[config.mk]
export PLATFORM = sky130hd
export DESIGN_NAME = htwd_map
export DESIGN_NICKNAME = d
export VERILOG_FILES = /design/src/sv/htwd_pkg.sv /design/src/sv/htwd_map.sv
export SDC_FILE = /design/constraint.sdc
export NUM_CORES = 1
export LEC_CHECK = 0
export BUFFER_PORTS_ARGS = -buffer_cell sky130_fd_sc_hd__buf_2
export CORE_ASPECT_RATIO = 0.9
export CORE_MARGIN = 3
export CORE_UTILIZATION = 70
export DETAILED_ROUTE_END_ITERATION = 8
export PLACE_DENSITY_LB_ADDON = 0.2
export SYNTH_ARGS = -nofsm -noshare
export SYNTH_HDL_FRONTEND = slang
export SYNTH_SLANG_ARGS = --single-unit
[constraint.sdc]
create_clock -name vclk -period 8.7
set_clock_uncertainty 0.15 [all_clocks]
set_input_delay 0.435 -clock vclk [all_inputs]
set_output_delay 0.435 -clock vclk [all_outputs]
set_load 0.005 [all_outputs]
[src/sv/htwd_pkg.sv]
package htwd_pkg;

    // Field widths of the two channels and of the configuration port
    localparam int NODE_W  = 16;
    localparam int SYM_W   = 15;
    localparam int IDX_W   = 10;
    localparam int WC_W    = 14;
    localparam int CFG_W   = 32;
    localparam int CFGI_W  = 2;
    localparam int BYTE_W  = 8;
    localparam int BITC_W  = 3;

    // Node ids at and above this value are internal nodes
    localparam logic [NODE_W-1:0] INTERNAL_BASE = 16'd32768;

    // Reciprocal of three scaled by 2^16; exact for every 15-bit symbol
    localparam logic [SYM_W-1:0] DIV3_RECIP = 15'd21846;

    // Last bit position within a data byte
    localparam logic [BITC_W-1:0] LAST_BIT = 3'd7;

    // Input command codes
    localparam logic CMD_WRITE  = 1'b0;
    localparam logic CMD_DECODE = 1'b1;

    // Configuration register indexes
    localparam logic [CFGI_W-1:0] CFG_ROOT  = 2'd0;
    localparam logic [CFGI_W-1:0] CFG_TOTAL = 2'd1;
    localparam logic [CFGI_W-1:0] CFG_MAP   = 2'd2;

    typedef enum logic [1:0] {
        ST_IDLE,
        ST_WALK,
        ST_FLUSH
    } state_t;

    // Symbol held back until it is known whether it ends the byte
    typedef struct packed {
        logic             valid;
        logic [SYM_W-1:0] symbol;
        logic             all_done;
    } pend_t;

    // Control strobes from the sequencer to the datapath
    typedef struct packed {
        logic in_ready;
        logic step;
        logic emit;
        logic push_mid;
        logic push_last;
    } ctrl_t;

endpackage

[src/sv/htwd_map.sv]
module htwd_map (
    input  logic                      map_en,
    input  logic [htwd_pkg::SYM_W-1:0] symbol,
    output logic [htwd_pkg::WC_W-1:0]  width_code,
    output logic signed [1:0]          shift_code
);
    import htwd_pkg::*;

    localparam int PROD_W = 2 * SYM_W;

    logic [PROD_W-1:0] prod;
    logic [WC_W-1:0]   quot;
    logic [1:0]        q3_lo;
    logic [1:0]        rem;
    logic [1:0]        shift_raw;

    // Quotient by three through the scaled reciprocal
    assign prod = PROD_W'(symbol) * PROD_W'(DIV3_RECIP);
    assign quot = prod[PROD_W-1 -: WC_W];

    // The remainder is below three, so two low bits of symbol - 3q suffice
    assign q3_lo     = quot[1:0] + {quot[0], 1'b0};
    assign rem       = symbol[1:0] - q3_lo;
    assign shift_raw = rem - 2'd1;

    // Both codes read as zero outside map mode
    assign width_code = map_en ? quot : '0;
    assign shift_code = map_en ? $signed(shift_raw) : 2'sd0;

endmodule

==> flow_summary.ini <==
[final_layout]
nClkBuffers = 0
design_area_sq_mm = 0.00433
multi_input_area_sq_mm = 0.00358
ff_latch_area_sq_um = 0
numSequentialCells = 0
nFillCells = 386
fin_nets = 682
antennaDiodeCount = 0
instances_no_fill = 571
area_delta_synth_final_pct = 5.59
drive_gt1_share_pct = 7.14

[detailed_routing]
post_drt_via_cell_ratio = 6.00
wirelength_mm = 9.68
drtIter0Drc = 179
drc = 0
via_count = 3425
detail_route.wl_per_cell_um = 17.0
ant_nets = 0
first_pass_iters = 4

[outcome]
outcome = finished, final reports clean

[critical_path]
cpLargestDelayFamily = adder cells
critPathSlowestCell = fa_1
crit_top_cell = fa_1
critPathLaunchType = input port
critPathMaxFanout = 6
arrival_ns = 5.74
worstPathCellList = buf_2 > ha_1 > fa_1 > inv_1 > fa_1 > inv_1 > fa_1 > inv_1 > fa_1 > inv_1 > fa_1 > ha_1 > nand2_1 > nor2_1 > a21oi_1 > nand3_2 > xnor2_1 > ha_1 > xor2_1 > xnor3_1 > mux2i_1 > buf_2
slowest_delay_ns = 0.55
cp-end-kind = primary output
worstPathRequired_ns = 8.12
critPathBufInv = 6
critical_path_class = in -> out

[placed_design]
dp_cells = 571
gp_congestion = 0.962
place_hpwl_mm = 8.83
post_dp_cell_area_sq_mm = 0.00433
port_buffers = 32

[yosys]
yosys.area.top_type = ha_1
ys_top_cells_by_area = ha_1 31%, fa_1 29%, inv_1 12%
synth_top_area_share_pct = 30.5
ys_seq_area_share_pct = 0
avgSynthCellArea_sq_um = 8.61
yosys_warnings = 0
yosysMostFrequentCell = inv_1
syn-num-nets = 652
synthTopCellsByCount = 134 x inv_1, 100 x ha_1, 60 x fa_1
syn_inst = 476
synth_area_sq_mm = 0.00410
synth.distinct_cells = 42

[sta]
clock.fmax_mhz = 158
max-slew-margin-rel_pct = 65.1
tightest_slew_ns = 0.521
rsz0062_at_grt = false
fin_setup_tns_ns = 0
whs_ns = 1.18
setup_viol = 0
fin_crit_ns = 6.33
hold_viol = 0
drv_slew = 0
period_share_pct = 72.7

[die]
fp.dieH_um = 78.6
chipWidth_um = 86.7
die_area_sq_mm = 0.00681
start_util_pct = 75.3
num_rows = 25
design.core.area_sq_mm = 0.00544
io_pins = 32

[hold_path]
min_path_type = in -> out

[global_route]
track_usage_pct = 30.1
grt_max_degree = 19
grt_pass1_vias = 3551
antenna_found_initial = 0
grt_first_pass_wirelength_mm = 16.6
grt.overflow.total = 0

[job]
drv_cap = 0

[clock_tree]
hold_buffers = 0
postCtsSetupRepairBufs = 0
cts_resized = 0
routing by layer:
| metal | up-vias | global-route usage, % | routed length (um) |
|---|---|---|---|
| li1 | 1617 | - | - |
| met1 | 1680 | 42.0 | 4130 |
| met2 | 109 | 52.0 | 4880 |
| met3 | 19 | 1.99 | 481 |
| met4 | 0 | 5.30 | 188 |
| met5 | - | 0 | 0 |
per-stage QoR:
| step | setup slack, ns | utilization (%) |
|---|---|---|
| floorplan | 2.98 | - |
| global placement | 2.54 | 79.5 |
| detailed placement | 2.43 | 79.5 |
| CTS | 2.39 | 79.5 |
| global route | 2.10 | 79.5 |
| finish | 2.37 | 79.5 |
kinds of logic (layout without fill, tap and decap cells):
family                   after synthesis  count (layout)  synth area share [%]
multiplexers                           8               8                  1.98
buffers and inverters                138             166                  12.6
XOR/XNOR                              10              10                  2.47
adder cells (fa/ha/maj)              160             160                  59.8
AO/OA/AOI/OAI                         87              87                  14.1
AND/OR/NAND/NOR                       73              73                  9.01
final cells by class:
type               instances  share of cell area, %
well taps                 67                   1.94
repair buffers            32                   3.70
inverters                134                   11.6
multi-input cells        338                   82.7
cells in the final DEF, fill, tap and decap left out, drive strengths merged, types with 5 or more instances in the layout:
cell | netlist | layout
a21oi | 25 | 25
and2 | 6 | 6
nand3 | 8 | 8
nor2 | 10 | 10
and3 | 5 | 5
buf | 0 | 32
mux2i | 7 | 7
nor3 | 5 | 5
ha | 100 | 100
o21ai | 13 | 13
nand2b | 6 | 6
nand2 | 22 | 22
o21a | 5 | 5
a31oi | 5 | 5
fa | 60 | 60
xnor2 | 5 | 5
inv | 134 | 134
a21o | 14 | 14
worst paths after layout:
| check | start | end | slack, ns | depth (start not counted) |
|---|---|---|---|---|
| hold / removal | map_en | width_code[6] | 1.18 | 4 |
| setup / recovery | symbol[1] | shift_code[1] | 2.37 | 22 |
tightest hold or removal path, stage by stage:
cell and delay (ns):
buf_2 0.20, nand2_1 0.09, mux2i_1 0.06, buf_2 0.12
Power is not shown: default switching activity piles up to over one toggle a cycle in this logic, so the estimate is an artifact.
